--- src/hdl/sfp_pkg.sv ---
package sfp_pkg;

  localparam int unsigned CFG_DATA_W  = 8;
  localparam int unsigned CFG_INDEX_W = 3;

  typedef enum logic [CFG_INDEX_W-1:0] {
    REG_HEADER_FIRST  = 3'd0,
    REG_HEADER_SECOND = 3'd1,
    REG_FRAME_TYPE    = 3'd2,
    REG_PARKED_VALUE  = 3'd3,
    REG_MAX_COMMAND   = 3'd4,
    REG_DEG_PER_CMD   = 3'd5
  } sfp_reg_idx_t;

  localparam logic [7:0] RST_HEADER_FIRST  = 8'hAA;
  localparam logic [7:0] RST_HEADER_SECOND = 8'h55;
  localparam logic [7:0] RST_FRAME_TYPE    = 8'h02;
  localparam logic [7:0] RST_PARKED_VALUE  = 8'h01;
  localparam logic [7:0] RST_MAX_COMMAND   = 8'd4;
  localparam logic [7:0] RST_DEG_PER_CMD   = 8'd90;

  typedef struct packed {
    logic [7:0] header_first;
    logic [7:0] header_second;
    logic [7:0] frame_type;
    logic [7:0] parked_value;
    logic [7:0] max_command;
    logic [7:0] degrees_per_command;
  } sfp_cfg_t;

  typedef struct packed {
    logic       valid;
    logic       kind;
    logic [7:0] byte_value;
  } sfp_item_t;

  typedef enum logic [5:0] {
    PH_HUNT    = 6'b000001,
    PH_HEADER2 = 6'b000010,
    PH_TYPE    = 6'b000100,
    PH_COMMAND = 6'b001000,
    PH_STATUS  = 6'b010000,
    PH_CHECK   = 6'b100000
  } sfp_phase_t;

  localparam logic KIND_BYTE       = 1'b0;
  localparam logic KIND_LINE_ERROR = 1'b1;

endpackage

--- src/hdl/sfp_in_if.sv ---
interface sfp_in_if;
  logic       valid;
  logic       ready;
  logic       kind;
  logic [7:0] byte_value;

  modport source (output valid, output kind, output byte_value, input ready);
  modport sink (input valid, input kind, input byte_value, output ready);
endinterface

--- src/hdl/sfp_out_if.sv ---
interface sfp_out_if;
  logic        valid;
  logic        ready;
  logic        frame_good;
  logic        frame_bad;
  logic        start_request;
  logic [15:0] target_degrees;
  logic [31:0] received_bytes;
  logic [31:0] valid_frames;
  logic [31:0] bad_frames;

  modport source (
    output valid, output frame_good, output frame_bad, output start_request,
    output target_degrees, output received_bytes, output valid_frames,
    output bad_frames, input ready
  );
  modport sink (
    input valid, input frame_good, input frame_bad, input start_request,
    input target_degrees, input received_bytes, input valid_frames,
    input bad_frames, output ready
  );
endinterface

--- src/hdl/sfp_cfg_regs.sv ---
module sfp_cfg_regs (
  input  logic                                 clk,
  input  logic                                 rst_n,
  input  logic                                 cfg_we,
  input  logic [sfp_pkg::CFG_INDEX_W-1:0]      cfg_index,
  input  logic [sfp_pkg::CFG_DATA_W-1:0]       cfg_data,
  output sfp_pkg::sfp_cfg_t                    cfg
);

  sfp_pkg::sfp_cfg_t cfg_r;

  always_ff @(posedge clk) begin
    if (!rst_n) begin
      cfg_r.header_first        <= sfp_pkg::RST_HEADER_FIRST;
      cfg_r.header_second       <= sfp_pkg::RST_HEADER_SECOND;
      cfg_r.frame_type          <= sfp_pkg::RST_FRAME_TYPE;
      cfg_r.parked_value        <= sfp_pkg::RST_PARKED_VALUE;
      cfg_r.max_command         <= sfp_pkg::RST_MAX_COMMAND;
      cfg_r.degrees_per_command <= sfp_pkg::RST_DEG_PER_CMD;
    end else if (cfg_we) begin
      unique case (cfg_index)
        sfp_pkg::REG_HEADER_FIRST:  cfg_r.header_first        <= cfg_data;
        sfp_pkg::REG_HEADER_SECOND: cfg_r.header_second       <= cfg_data;
        sfp_pkg::REG_FRAME_TYPE:    cfg_r.frame_type          <= cfg_data;
        sfp_pkg::REG_PARKED_VALUE:  cfg_r.parked_value        <= cfg_data;
        sfp_pkg::REG_MAX_COMMAND:   cfg_r.max_command         <= cfg_data;
        sfp_pkg::REG_DEG_PER_CMD:   cfg_r.degrees_per_command <= cfg_data;
        default: ;
      endcase
    end
  end

  assign cfg = cfg_r;

endmodule

--- src/hdl/sfp_in_stage.sv ---
module sfp_in_stage (
  input  logic                clk,
  input  logic                rst_n,
  sfp_in_if.sink              in_ch,
  input  logic                take,
  output sfp_pkg::sfp_item_t  item
);

  sfp_pkg::sfp_item_t item_r;
  logic               in_ready;

  assign in_ready    = !item_r.valid || take;
  assign in_ch.ready = in_ready;

  always_ff @(posedge clk) begin
    if (!rst_n) begin
      item_r.valid <= 1'b0;
    end else if (in_ready) begin
      item_r.valid <= in_ch.valid;
    end
    if (in_ready && in_ch.valid) begin
      item_r.kind       <= in_ch.kind;
      item_r.byte_value <= in_ch.byte_value;
    end
  end

  assign item = item_r;

endmodule

--- src/hdl/sfp_parser.sv ---
module sfp_parser #(
  parameter int unsigned COUNT_WIDTH = 32
) (
  input  logic                clk,
  input  logic                rst_n,
  input  sfp_pkg::sfp_cfg_t   cfg,
  input  sfp_pkg::sfp_item_t  item,
  output logic                take,
  sfp_out_if.source           out_ch
);

  sfp_pkg::sfp_phase_t    phase_r, phase_nxt;
  logic [7:0]             command_r, command_nxt;
  logic [7:0]             status_r, status_nxt;
  logic                   latched_r, latched_nxt;
  logic [15:0]            degrees_r, degrees_nxt;
  logic [COUNT_WIDTH-1:0] bytes_r, bytes_nxt;
  logic [COUNT_WIDTH-1:0] good_cnt_r, good_cnt_nxt;
  logic [COUNT_WIDTH-1:0] bad_cnt_r, bad_cnt_nxt;

  logic       out_valid_r;
  logic       good_r, good_nxt;
  logic       bad_r, bad_nxt;
  logic       start_r, start_nxt;
  logic [7:0] sum;
  logic       frame_ok;
  logic [7:0] b;
  logic       step;

  assign take = !out_valid_r || out_ch.ready;
  assign step = take && item.valid;
  assign b    = item.byte_value;

  assign sum = cfg.header_first + cfg.header_second + cfg.frame_type + command_r + status_r;
  assign frame_ok = (b == sum) && (status_r == cfg.parked_value) &&
                    (command_r != 8'd0) && (command_r <= cfg.max_command);

  always_comb begin
    phase_nxt    = phase_r;
    command_nxt  = command_r;
    status_nxt   = status_r;
    latched_nxt  = latched_r;
    degrees_nxt  = degrees_r;
    bytes_nxt    = bytes_r;
    good_cnt_nxt = good_cnt_r;
    bad_cnt_nxt  = bad_cnt_r;
    good_nxt     = 1'b0;
    bad_nxt      = 1'b0;
    start_nxt    = 1'b0;
    if (item.kind == sfp_pkg::KIND_LINE_ERROR) begin
      phase_nxt = sfp_pkg::PH_HUNT;
    end else begin
      bytes_nxt = bytes_r + 1'b1;
      unique case (phase_r)
        sfp_pkg::PH_HUNT: begin
          if (b == cfg.header_first) phase_nxt = sfp_pkg::PH_HEADER2;
        end
        sfp_pkg::PH_HEADER2: begin
          if (b == cfg.header_second) phase_nxt = sfp_pkg::PH_TYPE;
          else if (b != cfg.header_first) phase_nxt = sfp_pkg::PH_HUNT;
        end
        sfp_pkg::PH_TYPE: begin
          if (b == cfg.frame_type) phase_nxt = sfp_pkg::PH_COMMAND;
          else if (b == cfg.header_first) phase_nxt = sfp_pkg::PH_HEADER2;
          else phase_nxt = sfp_pkg::PH_HUNT;
        end
        sfp_pkg::PH_COMMAND: begin
          command_nxt = b;
          phase_nxt   = sfp_pkg::PH_STATUS;
        end
        sfp_pkg::PH_STATUS: begin
          status_nxt = b;
          phase_nxt  = sfp_pkg::PH_CHECK;
        end
        sfp_pkg::PH_CHECK: begin
          if (frame_ok) begin
            good_nxt     = 1'b1;
            good_cnt_nxt = good_cnt_r + 1'b1;
            if (!latched_r) begin
              latched_nxt = 1'b1;
              degrees_nxt = {8'd0, command_r} * {8'd0, cfg.degrees_per_command};
              start_nxt   = 1'b1;
            end
          end else begin
            bad_nxt     = 1'b1;
            bad_cnt_nxt = bad_cnt_r + 1'b1;
          end
          phase_nxt = (b == cfg.header_first) ? sfp_pkg::PH_HEADER2 : sfp_pkg::PH_HUNT;
        end
        default: phase_nxt = sfp_pkg::PH_HUNT;
      endcase
    end
  end

  always_ff @(posedge clk) begin
    if (!rst_n) begin
      phase_r     <= sfp_pkg::PH_HUNT;
      command_r   <= 8'd0;
      status_r    <= 8'd0;
      latched_r   <= 1'b0;
      degrees_r   <= 16'd0;
      bytes_r     <= '0;
      good_cnt_r  <= '0;
      bad_cnt_r   <= '0;
      out_valid_r <= 1'b0;
    end else begin
      if (take) out_valid_r <= item.valid;
      if (step) begin
        phase_r    <= phase_nxt;
        command_r  <= command_nxt;
        status_r   <= status_nxt;
        latched_r  <= latched_nxt;
        degrees_r  <= degrees_nxt;
        bytes_r    <= bytes_nxt;
        good_cnt_r <= good_cnt_nxt;
        bad_cnt_r  <= bad_cnt_nxt;
      end
    end
  end

  always_ff @(posedge clk) begin
    if (step) begin
      good_r  <= good_nxt;
      bad_r   <= bad_nxt;
      start_r <= start_nxt;
    end
  end

  assign out_ch.valid          = out_valid_r;
  assign out_ch.frame_good     = good_r;
  assign out_ch.frame_bad      = bad_r;
  assign out_ch.start_request  = start_r;
  assign out_ch.target_degrees = degrees_r;
  assign out_ch.received_bytes = 32'(bytes_r);
  assign out_ch.valid_frames   = 32'(good_cnt_r);
  assign out_ch.bad_frames     = 32'(bad_cnt_r);

endmodule

--- src/hdl/sync_frame_parser_checksum_unit.sv ---
// an input transaction passes through the input register, then the result register, before its result is valid
// throughput: one transaction per cycle unless output back-pressure stalls; the phase update is a single pass of logic
// input register keeps accepting input while a result waits, stalls only when both stages hold
// reset: synchronous active-low rst_n; config returns to defaults, parser to header hunt,
// counters and the start latch to zero
module sync_frame_parser_checksum_unit #(
  parameter int unsigned COUNT_WIDTH = 32
) (
  input  logic                            clk,
  input  logic                            rst_n,
  sfp_in_if.sink                          in_ch,
  sfp_out_if.source                       out_ch,
  input  logic                            cfg_we,
  input  logic [sfp_pkg::CFG_INDEX_W-1:0] cfg_index,
  input  logic [sfp_pkg::CFG_DATA_W-1:0]  cfg_data
);

  sfp_pkg::sfp_cfg_t  cfg;
  sfp_pkg::sfp_item_t item;
  logic               take;

  sfp_cfg_regs u_cfg (
    .clk       (clk),
    .rst_n     (rst_n),
    .cfg_we    (cfg_we),
    .cfg_index (cfg_index),
    .cfg_data  (cfg_data),
    .cfg       (cfg)
  );

  sfp_in_stage u_in (
    .clk   (clk),
    .rst_n (rst_n),
    .in_ch (in_ch),
    .take  (take),
    .item  (item)
  );

  sfp_parser #(
    .COUNT_WIDTH (COUNT_WIDTH)
  ) u_parser (
    .clk    (clk),
    .rst_n  (rst_n),
    .cfg    (cfg),
    .item   (item),
    .take   (take),
    .out_ch (out_ch)
  );

  a_good_bad_excl: assert property (@(posedge clk) disable iff (!rst_n)
    out_ch.valid |-> !(out_ch.frame_good && out_ch.frame_bad))
    else $error("frame reported both good and bad");

  a_start_needs_good: assert property (@(posedge clk) disable iff (!rst_n)
    out_ch.valid && out_ch.start_request |-> out_ch.frame_good)
    else $error("start request without a good frame");

  a_start_once: assert property (@(posedge clk) disable iff (!rst_n)
    out_ch.valid && out_ch.ready && out_ch.start_request
      |=> !(out_ch.valid && out_ch.start_request))
    else $error("start request repeated");

  a_stall_cause: assert property (@(posedge clk) disable iff (!rst_n)
    !in_ch.ready |-> out_ch.valid && !out_ch.ready)
    else $error("input stalled while output free");

endmodule
--- src/flat_wrapper.sv ---
// flat-port wrapper written by rule: the top's interface ports become plain ports
module sync_frame_parser_checksum_unit_flat 
#(
  parameter int unsigned COUNT_WIDTH = 32
)
  (clk, rst_n, cfg_we, cfg_index, cfg_data, in_ch_valid, in_ch_kind, in_ch_byte_value, in_ch_ready, out_ch_valid, out_ch_frame_good, out_ch_frame_bad, out_ch_start_request, out_ch_target_degrees, out_ch_received_bytes, out_ch_valid_frames, out_ch_bad_frames, out_ch_ready);
  sfp_in_if in_ch_i ();
  sfp_out_if out_ch_i ();
  input  logic clk;
  input  logic rst_n;
  input  logic cfg_we;
  input  logic [sfp_pkg::CFG_INDEX_W-1:0] cfg_index;
  input  logic [sfp_pkg::CFG_DATA_W-1:0] cfg_data;
  input wire logic [$bits(in_ch_i.valid)-1:0] in_ch_valid;
  input wire logic [$bits(in_ch_i.kind)-1:0] in_ch_kind;
  input wire logic [$bits(in_ch_i.byte_value)-1:0] in_ch_byte_value;
  output wire logic [$bits(in_ch_i.ready)-1:0] in_ch_ready;
  output wire logic [$bits(out_ch_i.valid)-1:0] out_ch_valid;
  output wire logic [$bits(out_ch_i.frame_good)-1:0] out_ch_frame_good;
  output wire logic [$bits(out_ch_i.frame_bad)-1:0] out_ch_frame_bad;
  output wire logic [$bits(out_ch_i.start_request)-1:0] out_ch_start_request;
  output wire logic [$bits(out_ch_i.target_degrees)-1:0] out_ch_target_degrees;
  output wire logic [$bits(out_ch_i.received_bytes)-1:0] out_ch_received_bytes;
  output wire logic [$bits(out_ch_i.valid_frames)-1:0] out_ch_valid_frames;
  output wire logic [$bits(out_ch_i.bad_frames)-1:0] out_ch_bad_frames;
  input wire logic [$bits(out_ch_i.ready)-1:0] out_ch_ready;
  assign in_ch_i.valid = in_ch_valid;
  assign in_ch_i.kind = in_ch_kind;
  assign in_ch_i.byte_value = in_ch_byte_value;
  assign in_ch_ready = in_ch_i.ready;
  assign out_ch_valid = out_ch_i.valid;
  assign out_ch_frame_good = out_ch_i.frame_good;
  assign out_ch_frame_bad = out_ch_i.frame_bad;
  assign out_ch_start_request = out_ch_i.start_request;
  assign out_ch_target_degrees = out_ch_i.target_degrees;
  assign out_ch_received_bytes = out_ch_i.received_bytes;
  assign out_ch_valid_frames = out_ch_i.valid_frames;
  assign out_ch_bad_frames = out_ch_i.bad_frames;
  assign out_ch_i.ready = out_ch_ready;
  sync_frame_parser_checksum_unit #(.COUNT_WIDTH(COUNT_WIDTH)) u_core (.clk(clk), .rst_n(rst_n), .in_ch(in_ch_i), .out_ch(out_ch_i), .cfg_we(cfg_we), .cfg_index(cfg_index), .cfg_data(cfg_data));
endmodule
--- config.mk ---
export PLATFORM = sky130hd
export DESIGN_NAME = sync_frame_parser_checksum_unit_flat
export DESIGN_NICKNAME = d
export VERILOG_FILES = /design/src/hdl/sfp_pkg.sv /design/src/hdl/sfp_in_if.sv /design/src/hdl/sfp_out_if.sv /design/src/hdl/sfp_cfg_regs.sv /design/src/hdl/sfp_in_stage.sv /design/src/hdl/sfp_parser.sv /design/src/hdl/sync_frame_parser_checksum_unit.sv /design/src/flat_wrapper.sv
export SDC_FILE = /design/constraint.sdc
export NUM_CORES = 1
export LEC_CHECK = 0
export ABC_AREA = 0
export ABC_CLOCK_PERIOD_IN_PS = 6630
export BUFFER_PORTS_ARGS = -buffer_cell sky130_fd_sc_hd__buf_2
export CAP_MARGIN = 10
export CORE_UTILIZATION = 35
export CTS_CLUSTER_DIAMETER = 200
export DETAILED_ROUTE_END_ITERATION = 16
export GPL_TIMING_DRIVEN = 0
export HOLD_SLACK_MARGIN = 0.05
export SYNTH_ARGS = -nofsm -noshare
export SYNTH_HDL_FRONTEND = slang
export SYNTH_HIERARCHICAL = 1
export SYNTH_SLANG_ARGS = --single-unit
--- constraint.sdc ---
create_clock -name clk -period 6.63 [get_ports clk]
set_input_delay 1.326 -clock clk [delete_from_list [all_inputs] [get_ports clk]]
set_output_delay 1.326 -clock clk [all_outputs]
set_load 0.05 [all_outputs]
Word-level counts from Yosys, hierarchy flattened
Index checks and enable logic that the tools add are counted.
{"block": "classes", "muxes": 10, "multipliers": 1, "n_reduce_logical": 26, "bitwise": 4, "n_eq_ne": 19, "add_sub_neg": 7, "n_lt_le_gt_ge": 1}
{"operator": "32-bit by 1-bit adder with 32-bit output, second input constant", "count": 3}
{"operator": "8-bit == test", "count": 5}
{"operator": "6-bit case mux with 6 select lines", "count": 1}
{"operator": "8-bit adder", "count": 4}
{"operator": "6-bit 2-to-1 mux", "count": 4}
{"operator": "8-bit by 8-bit multiplier with 16-bit output", "count": 1}
{"operator": "2-bit AND reduction", "count": 7}
{"operator": "3-bit AND reduction", "count": 3}
{"operator": "8-bit less-or-equal comparator", "count": 1}
{"operator": "8-bit != test", "count": 1}
{"operator": "4-bit AND reduction", "count": 2}
{"operator": "8-bit nonzero test", "count": 1}
{"operator": "3-bit by 2-bit == test with 1-bit output, second input constant", "count": 2}
{"operator": "3-bit == test, second input constant", "count": 2}
{"operator": "6-bit by 1-bit == test with 1-bit output, second input constant", "count": 1}
{"operator": "6-bit by 2-bit == test with 1-bit output, second input constant", "count": 1}
{"operator": "6-bit by 3-bit == test with 1-bit output, second input constant", "count": 1}
{"operator": "6-bit by 4-bit == test with 1-bit output, second input constant", "count": 1}
{"operator": "6-bit by 5-bit == test with 1-bit output, second input constant", "count": 1}
{"operator": "6-bit == test, second input constant", "count": 1}
{"operator": "1-bit logical AND", "count": 5}
{"operator": "5-bit AND reduction", "count": 1}
{"operator": "4-bit 2-to-1 mux", "count": 1}
{"operator": "4-bit by 3-bit != test with 1-bit output, second input constant", "count": 1}
{"operator": "10 further kinds", "count": 17}
{"block": "word_totals", "regBits": 197, "wordCells": 89}

Depth between registers and ports, before layout
Gate-level depths: netlist of run 1.
{"block": "logic_depth", "ltp_word": 10, "mapped_depth": 19, "mapped_depth_nobuf": 18}

Hierarchy
The synthesis of run 1 kept the hierarchy.
{"module": "sfp_parser", "instances": 1, "cells_each": 1138, "area_per_inst_um2": 9659.3}
{"module": "sfp_cfg_regs", "instances": 1, "cells_each": 184, "area_per_inst_um2": 1913.1}
{"module": "sfp_in_stage", "instances": 1, "cells_each": 14, "area_per_inst_um2": 327.8}

Worst setup path before layout of run 1
No wires, ideal clock.
{"block": "synth_path", "path_kind": "reg2reg", "start": "register u_core.u_cfg.cfg_r, in the netlist u_core/u_cfg/cfg[25]", "end": "register u_core.u_parser.degrees_r[14] (netlist: u_core/u_parser/out_ch.target_degrees[14])", "required_ns": 6.499, "setup_time_ns": 0.131, "setup_slack_ns": 1.757, "path_stages_with_launch": 18, "arrival_time_ns": 4.742, "path_cell_list": "dfxtp_1 fa_1 fa_1 fa_1 ha_1 inv_1 fa_1 xor2_1 xnor2_1 or4_1 a211o_1 or4_1 buf_2 or3_1 buf_2 buf_6 nand3_2 o31ai_4"}
{"block": "synth_between", "elab_chain_len": 8}
{"element": "from (decl)", "line": "sfp_cfg_regs.sv:10", "rtl": "sfp_pkg::sfp_cfg_t cfg_r;"}
{"element": "8-bit adder (3 in series)", "line": "sfp_parser.sv:34", "rtl": "assign sum = cfg.header_first + cfg.header_second + cfg.frame_type + command_r + status_r;"}
{"element": "8-bit == test", "line": "sfp_parser.sv:35", "rtl": "assign frame_ok = (b == sum) && (status_r == cfg.parked_value) &&"}
{"element": "1-bit logical AND (2 in series)", "line": "sfp_parser.sv:35"}
{"element": "1-bit logical AND", "line": "sfp_parser.sv:36", "rtl": "(command_r != 8'd0) && (command_r <= cfg.max_command);"}
{"element": "5-bit AND reduction (no line)"}
{"element": "to (signal assigned)", "line": "sfp_parser.sv:113", "rtl": "degrees_r <= degrees_nxt;"}
{"element": "to (decl)", "line": "sfp_parser.sv:16", "rtl": "logic [15:0] degrees_r, degrees_nxt;"}
Every way passes these cells.
A chain may end at the register's enable or synchronous reset.

Worst setup path in the final report of run 1
{"block": "layout_path", "start": "register u_core.u_cfg.cfg_r, in the netlist u_core/u_cfg/cfg[25]", "end": "register u_core.u_parser.bad_cnt_r[25] (netlist: u_core/u_parser/out_ch.bad_frames[25])"}
{"block": "layout_between", "elab_chain_len": 9}
{"element": "8-bit adder (3 in series)", "line": "sfp_parser.sv:34"}
{"element": "8-bit == test", "line": "sfp_parser.sv:35"}
{"element": "1-bit logical AND (2 in series)", "line": "sfp_parser.sv:35"}
{"element": "1-bit logical AND", "line": "sfp_parser.sv:36"}
{"element": "1-bit inverter (no line)"}
{"element": "4-bit AND reduction (no line)"}
{"element": "to (signal assigned)", "line": "sfp_parser.sv:116", "rtl": "bad_cnt_r <= bad_cnt_nxt;"}
{"element": "to (decl)", "line": "sfp_parser.sv:19", "rtl": "logic [COUNT_WIDTH-1:0] bad_cnt_r, bad_cnt_nxt;"}
Every way passes these cells.

==> results.md, run 1 <==
* Non-filler instance count after layout at 1956
* Antenna violations before repair at 1
* Post-DRT Antenna Nets at 0
* Routed via count at 9710
* Maximum vdd drop at 0.000188 V
* Min Tclk post-route at 5540 ps
* Final setup TNS at 0 ps
* DR DRC count at 0
* Asr flop ratio synth at 0
* Syn Inst Count at 1336
* Worst path required time at 7010 ps
* Worst min path class: reg -> reg
* CTS resizes at 0
* Hold Slack at 451 ps
* Dpl cell area at 0.0132 mm²
* Post-synthesis sequential area ratio at 0.341
* I/O Buffers at 139
* Cell area after layout at 0.0138 mm²
* Die Y at 186 µm
* Slew @ Worst Pin at 1170 ps
* Post-synth EDFFs at 12
* Worst R2R Path Depth at 15
* Max-cap violations at 0
* Clk sinks at 197
* Site Rows at 67
* TritonCTS clock tree: built
* Initial core utilization at 0.355
* Pin count of the biggest net entering global routing at 20
* GRT Overall Usage at 0.177
* Routed vias/inst at 4.96
* M2 GR Usage at 0.274
* Synth Flop Type: dfxtp_1
* Cell area after synthesis at 0.0119 mm²
* DP Cell Count at 1923
* Clock buffer count from CTS at 17
* Worst Setup End Kind: flip-flop
* WHS Path Cells at 2
* First drt pass iteration count at 5
* Clock Skew at 16.1 ps
* Final worst-path cycle share at 0.835
* Number of global-route vias before repair at 9222
* Layout area overhead at 15.6%
* Hold buffer count at CTS at 0
* Global-route track usage on met1 at 0.252
* 1st-iter DRT viols at 514
* Syn nets at 1472
* Io pins at 142
* Unique masters post-synth at 65
* Finish-stage setup viols at 0
* Most common cell in the netlist: dfxtp_1
* CTS Root Cell: clkbuf_16
* Final hold vios at 0
* WL/cell at 15.4 µm
* Number of max-slew violations in the final report at 0
* Max transition margin at 0.211
* Routed WL at 30200 µm
* Crit-path cells: fa_1 -> fa_1 -> fa_1 -> ha_1 -> inv_1 -> fa_1 -> or2b_1 -> a21oi_1 -> a31oi_1 -> xnor2_1 -> or4_1 -> buf_2 -> nor4b_1 -> and3_1 -> mux2i_1
* Core area at 0.0335 mm²
* Placer Congestion at 0.894
* Final core utilization at 0.410
* Leak pwr at 0.00592 µW
* CP Launch Type: flip-flop
* RSZ-0062 raised after global routing: false
* Share of layout cells above drive strength 1 at 0.136
* Synth Warn # at 6
* Commonest cells post-synth: dfxtp_1 (185), nand2_1 (160), nor2_1 (98)
* Area leader, netlist: dfxtp_1
* Critical-path top delay cell: nor4b_1
* Slowest stage delay, CP at 960 ps
* Critical path class: reg -> reg
* Mapped Avg Cell Area at 8.91 µm²
* Top Usage Layer GRT: met2
* Area contributors post-synth: dfxtp_1 (31%), fa_1 (9.4%), mux2i_1 (6.8%)
* Total setup buffers inserted after CTS at 0
* Global-route wire length before repair at 49300 µm
* Area share of the leading cell type in the synthesized netlist at 0.311
* Die Wd at 186 µm
* Deepest clock path buffer count at 2
* Final global-route overflow total at 0
* Number of synthesized register bits at 197
* Worst-path clk slew at 80 ps
* Status: finished clean
* Critical path peak fanout at 8
* Cell mode on critical path: fa_1
* F_max at 181 MHz
* Hpwl dp at 23400 µm
* Critical Path AT at 5910 ps
* Die footprint at 0.0347 mm²
* Worst-Skew Late Latency at 440 ps
* Met3 Resource Use GR at 0.0292
* Pwr/cell area at 179 mW/mm²
* Htree depth at 4
* Nets at 1630
critical path, delay by kind of cell (launching register included):
| family | cells | cell delay, ps |
|---|---|---|
| xor+xnor | 1 | 380 |
| fa+ha+maj | 5 | 2220 |
| simple gates | 4 | 1690 |
| flops | 1 | 360 |
| mux | 1 | 190 |
| compound gates | 2 | 340 |
| buf+inv | 2 | 290 |
state kept, by name, indices dropped and copies added, names as in the netlist, 6 cells and up:
signal / flops
u_core/u_in/item: 10
u_core/u_parser/command_r: 8
u_core/u_parser/out_ch.bad_frames: 32
u_core/u_parser/out_ch.target_degrees: 16
u_core/u_parser/out_ch.received_bytes: 32
u_core/u_cfg/cfg: 48
u_core/u_parser/status_r: 8
u_core/u_parser/phase_r: 6
u_core/u_parser/out_ch.valid_frames: 32
cell type report:
cell class	instances	area, µm²
antenna	1	2.50
buffer	68	300
clock buffer	17	425
clock inverter	15	166
fill	3401	19800
inverter	91	342
multi-input combinational	980	7190
sequential	197	4060
tap	448	561
timing repair buffer	139	696
layer usage:
metal / share of wire / wire length [µm] / vias to the layer above
met3: 0.046 / 1390 / 27
li1: - / - / 4821
met1: 0.49 / 14900 / 4645
met2: 0.45 / 13400 / 217
met4: 0.017 / 507 / 0
met5: 0 / 0 / -
cell families after synthesis:
logic type                 synth area share
buffers and inverters                0.0539
xor gates and xnor gates             0.0778
adders and majority gates             0.152
and+or+nand+nor                       0.236
muxes                                0.0681
AOI/OAI and AO/OA                    0.0704
DFF                                   0.341
placed cells by master, fill, tap and decap left out, drive strengths merged, types with 4 or more instances in the layout:
cell type and instances:
nor4b 5, and3 19, clkinv 6, xnor2 51, nand2 160, a211o 4
or2 4, nor3 16, a21oi 71, or3 28, dfxtp 185, or4 18
o31ai 11, nand2b 18, and2 43, ha 55, xor2 50, nand4 30
nand3 46, o21ai 42, fa 56, clkbuf 68, edfxtp 12, buf 156
mux2i 81, nor4 12, nor2b 25, inv 97, nor2 98
power by group:
part,leakage (µW),internal [µW],total (µW),switching [µW]
logic,0.00403,77.4,205,128
registers,0.00161,1210,1220,12.1
clock network,0.000286,536,1040,502
path summary, 6_finish.rpt:
| kind | slack, ps | to | start |
|---|---|---|---|
| worst min register to register | 450 | u_core/u_parser/out_ch.target_degrees[1]$_SDFFE_PN0P_ | u_core/u_parser/out_ch.target_degrees[1]$_SDFFE_PN0P_ |
| worst max register to register | 1090 | u_core/u_parser/out_ch.bad_frames[25]$_SDFFE_PN0P_ | u_core/u_cfg/cfg[25]$_SDFFE_PN1P_ |
| worst min-delay path | 450 | u_core/u_parser/out_ch.target_degrees[1]$_SDFFE_PN0P_ | u_core/u_parser/out_ch.target_degrees[1]$_SDFFE_PN0P_ |
| worst max-delay path | 1090 | u_core/u_parser/out_ch.bad_frames[25]$_SDFFE_PN0P_ | u_core/u_cfg/cfg[25]$_SDFFE_PN1P_ |
per-stage QoR:
stage | total power (µW) | setup slack [ps]
final | 2460 | 1090
after detailed placement | 1450 | 1100
after global placement | 1450 | 1200
after floorplan | 1390 | 1760
after CTS | 2490 | 1100
after global routing | 2570 | 805
Note: power is estimated with default switching activity, not from simulation.
==> run 2, diff against run 1 <==
--- a/config.mk
+++ b/config.mk
@@ -6,7 +6,7 @@
 export NUM_CORES = 1
 export LEC_CHECK = 0
 export ABC_AREA = 0
-export ABC_CLOCK_PERIOD_IN_PS = 6630
+export ABC_CLOCK_PERIOD_IN_PS = 4500
 export BUFFER_PORTS_ARGS = -buffer_cell sky130_fd_sc_hd__buf_2
 export CAP_MARGIN = 10
 export CORE_UTILIZATION = 35
==> constraint.sdc (replaced) <==
create_clock -name clk -period 4.5 [get_ports clk]
set_input_delay 0.9 -clock clk [delete_from_list [all_inputs] [get_ports clk]]
set_output_delay 0.9 -clock clk [all_outputs]
set_load 0.05 [all_outputs]
==> run 2 against run 1 <==
The run now ends with setup timing left. Global-route usage increased by 0.38 points. Worst hold slack improved by 12 ps. Register-to-register slack worse by 1500 ps. Clock skew hardly changed. Sequential power increased by 47%. Clock power grew 63%. Wire length up 5.9%. Utilization is 3.6 points higher. Cell area grew 8.7%. Power grew 56%. Critical path type unchanged. Largest power group unchanged.
==> results.md, run 2 (same netlist as run 1, synthesis figures left out) <==
* Commonest non-fill, non-tap cells in the layout: dfxtp_1 (179), buf_2 (149), nand2_1 (140), nor2_1 (96), inv_1 (89)
* Critical Path AT at 5250 ps
* GRT Overall Usage at 0.181
* Final worst-path cycle share at 1.10
* Worst-Skew Late Latency at 450 ps
* Clk sinks at 197
* Die Y at 186 µm
* Deepest clock path buffer count at 2
* Max-cap violations at 0
* CTS Root Cell: clkbuf_16
* Critical path class: reg -> reg
* Final global-route overflow total at 0
* Setup WS post-layout at -449 ps
* Failing checks: setup timing
* RSZ-0062 raised after global routing: true
* Hpwl dp at 23600 µm
* Htree depth at 4
* Nets at 1663
* I/O Buffers at 139
* Final hold vios at 0
* CP Launch Type: flip-flop
* Die Wd at 186 µm
* Io pins at 142
* Number of max-slew violations in the final report at 0
* Routed vias/inst at 5.02
* Max transition margin at 0.419
* Cell area after layout at 0.0149 mm²
* Max reg flops at 48
* Clock buffer count from CTS at 17
* Slew @ Worst Pin at 871 ps
* Critical path peak fanout at 5
* Core area at 0.0335 mm²
* Site Rows at 67
* Placer Congestion at 0.904
* Most common cell after layout, fill and taps aside: dfxtp_1
* Pre-CTS setup slack at -828 ps
* Maximum vdd drop at 0.000255 V
* Worst min path class: reg -> reg
* Dpl cell area at 0.0132 mm²
* DR DRC count at 0
* Share of layout cells above drive strength 1 at 0.235
* F_max at 202 MHz
* TritonCTS clock tree: built
* Worst Setup End Kind: flip-flop
* Global-route wire length before repair at 50500 µm
* Pin count of the biggest net entering global routing at 20
* Die footprint at 0.0347 mm²
* Worst-path clk slew at 70 ps
* Initial core utilization at 0.355
* Finish-stage setup viols at 76
* Worst path required time at 4800 ps
* Leak pwr at 0.00637 µW
* Routed via count at 9980
* 1st-iter DRT viols at 514
* WL/cell at 16.1 µm
* Layout area overhead at 25.6%
* Antenna violations before repair at 0
* Ant diodes at 0
* Overall power at 3830 µW
* Min Tclk post-route at 4950 ps
* Clock Skew at 16.2 ps
* First drt pass iteration count at 5
* Status: finished with violations
* Post-DRT Antenna Nets at 0
* Pwr/cell area at 256 mW/mm²
* Number of global-route vias before repair at 9453
* Routed WL at 32000 µm
[run 2: changes by cell type in the layout (fill, tap and decap cells not counted), sizes merged]
cell,previous run,this run
buf,156,192
bufinv,1,3
clkbuf,68,66
clkinv,6,4
clkinvlp,2,0
diode,1,0
inv,97,98
[run 2: critical path: stages (launching register included)]
cell     delay, ps
dfxtp_2        340
fa_2           610
fa_1           450
fa_1           510
ha_2           180
inv_2           40
fa_2           360
xor2_1         160
xnor2_1        150
or4_1          420
a211o_1        260
or4_4          480
buf_12         160
buf_12         120
nand4_1        140
buf_4          160
buf_6          120
or3_4          120
a21oi_2         40
[run 2: path summary, 6_finish.rpt]
path | startpoint | endpoint | slack (ps) | cells after the start
min | u_core/u_cfg/cfg[15]$_SDFFE_PN0P_ | u_core/u_cfg/cfg[15]$_SDFFE_PN0P_ | 460 | 2
max reg2reg | u_core/u_cfg/cfg[33]$_SDFFE_PN0P_ | u_core/u_parser/out_ch.bad_frames[7]$_SDFFE_PN0P_ | -450 | 18
max | u_core/u_cfg/cfg[33]$_SDFFE_PN0P_ | u_core/u_parser/out_ch.bad_frames[7]$_SDFFE_PN0P_ | -450 | 18
min reg2reg | u_core/u_cfg/cfg[15]$_SDFFE_PN0P_ | u_core/u_cfg/cfg[15]$_SDFFE_PN0P_ | 460 | 2
[run 2: final cells by class]
class                      count  area (µm²)
sequential                   197        4070
timing repair buffer         176        1130
tap                          448         561
inverter                      91         342
buffer                        64         359
fill                        3312       18600
clock buffer                  18         450
multi-input combinational    980        7830
clock inverter                14         205
[run 2: stage by stage]
stage | instances | hold WS, ps | util | setup TNS, ps
after floorplan | 1336 | 439 | - | -1570
after global placement | 1923 | 439 | 0.393 | -28700
after detailed placement | 1923 | 449 | 0.393 | -31250
after CTS | 1982 | 458 | 0.431 | -19440
after global routing | 1988 | 489 | 0.446 | -28410
final | 1988 | 463 | 0.446 | -18100
[run 2: timing repair]
action | in CTS | in global routing
endpoints found under the setup margin | 80 | 83
hold buffers | 0 | 0
resized for setup | 89 | 118
gates cloned | 5 | 2
pin swaps | 37 | 46
setup buffers | 23 | 9
hold endpoints to repair | 0 | 0
[run 2: per-layer routing]
metal,track usage,wire length (µm),vias up
met5,0,0,-
met4,0.0461,386,0
met3,0.0308,1470,23
met2,0.294,15000,228
met1,0.248,15100,4835
li1,-,-,4894
[run 2: power breakdown]
part           switching (µW)  internal [µW]  total, µW
registers                17.5           1780       1790
clock network             752            939       1690
logic                     209            138        347
total                     978           2850       3830
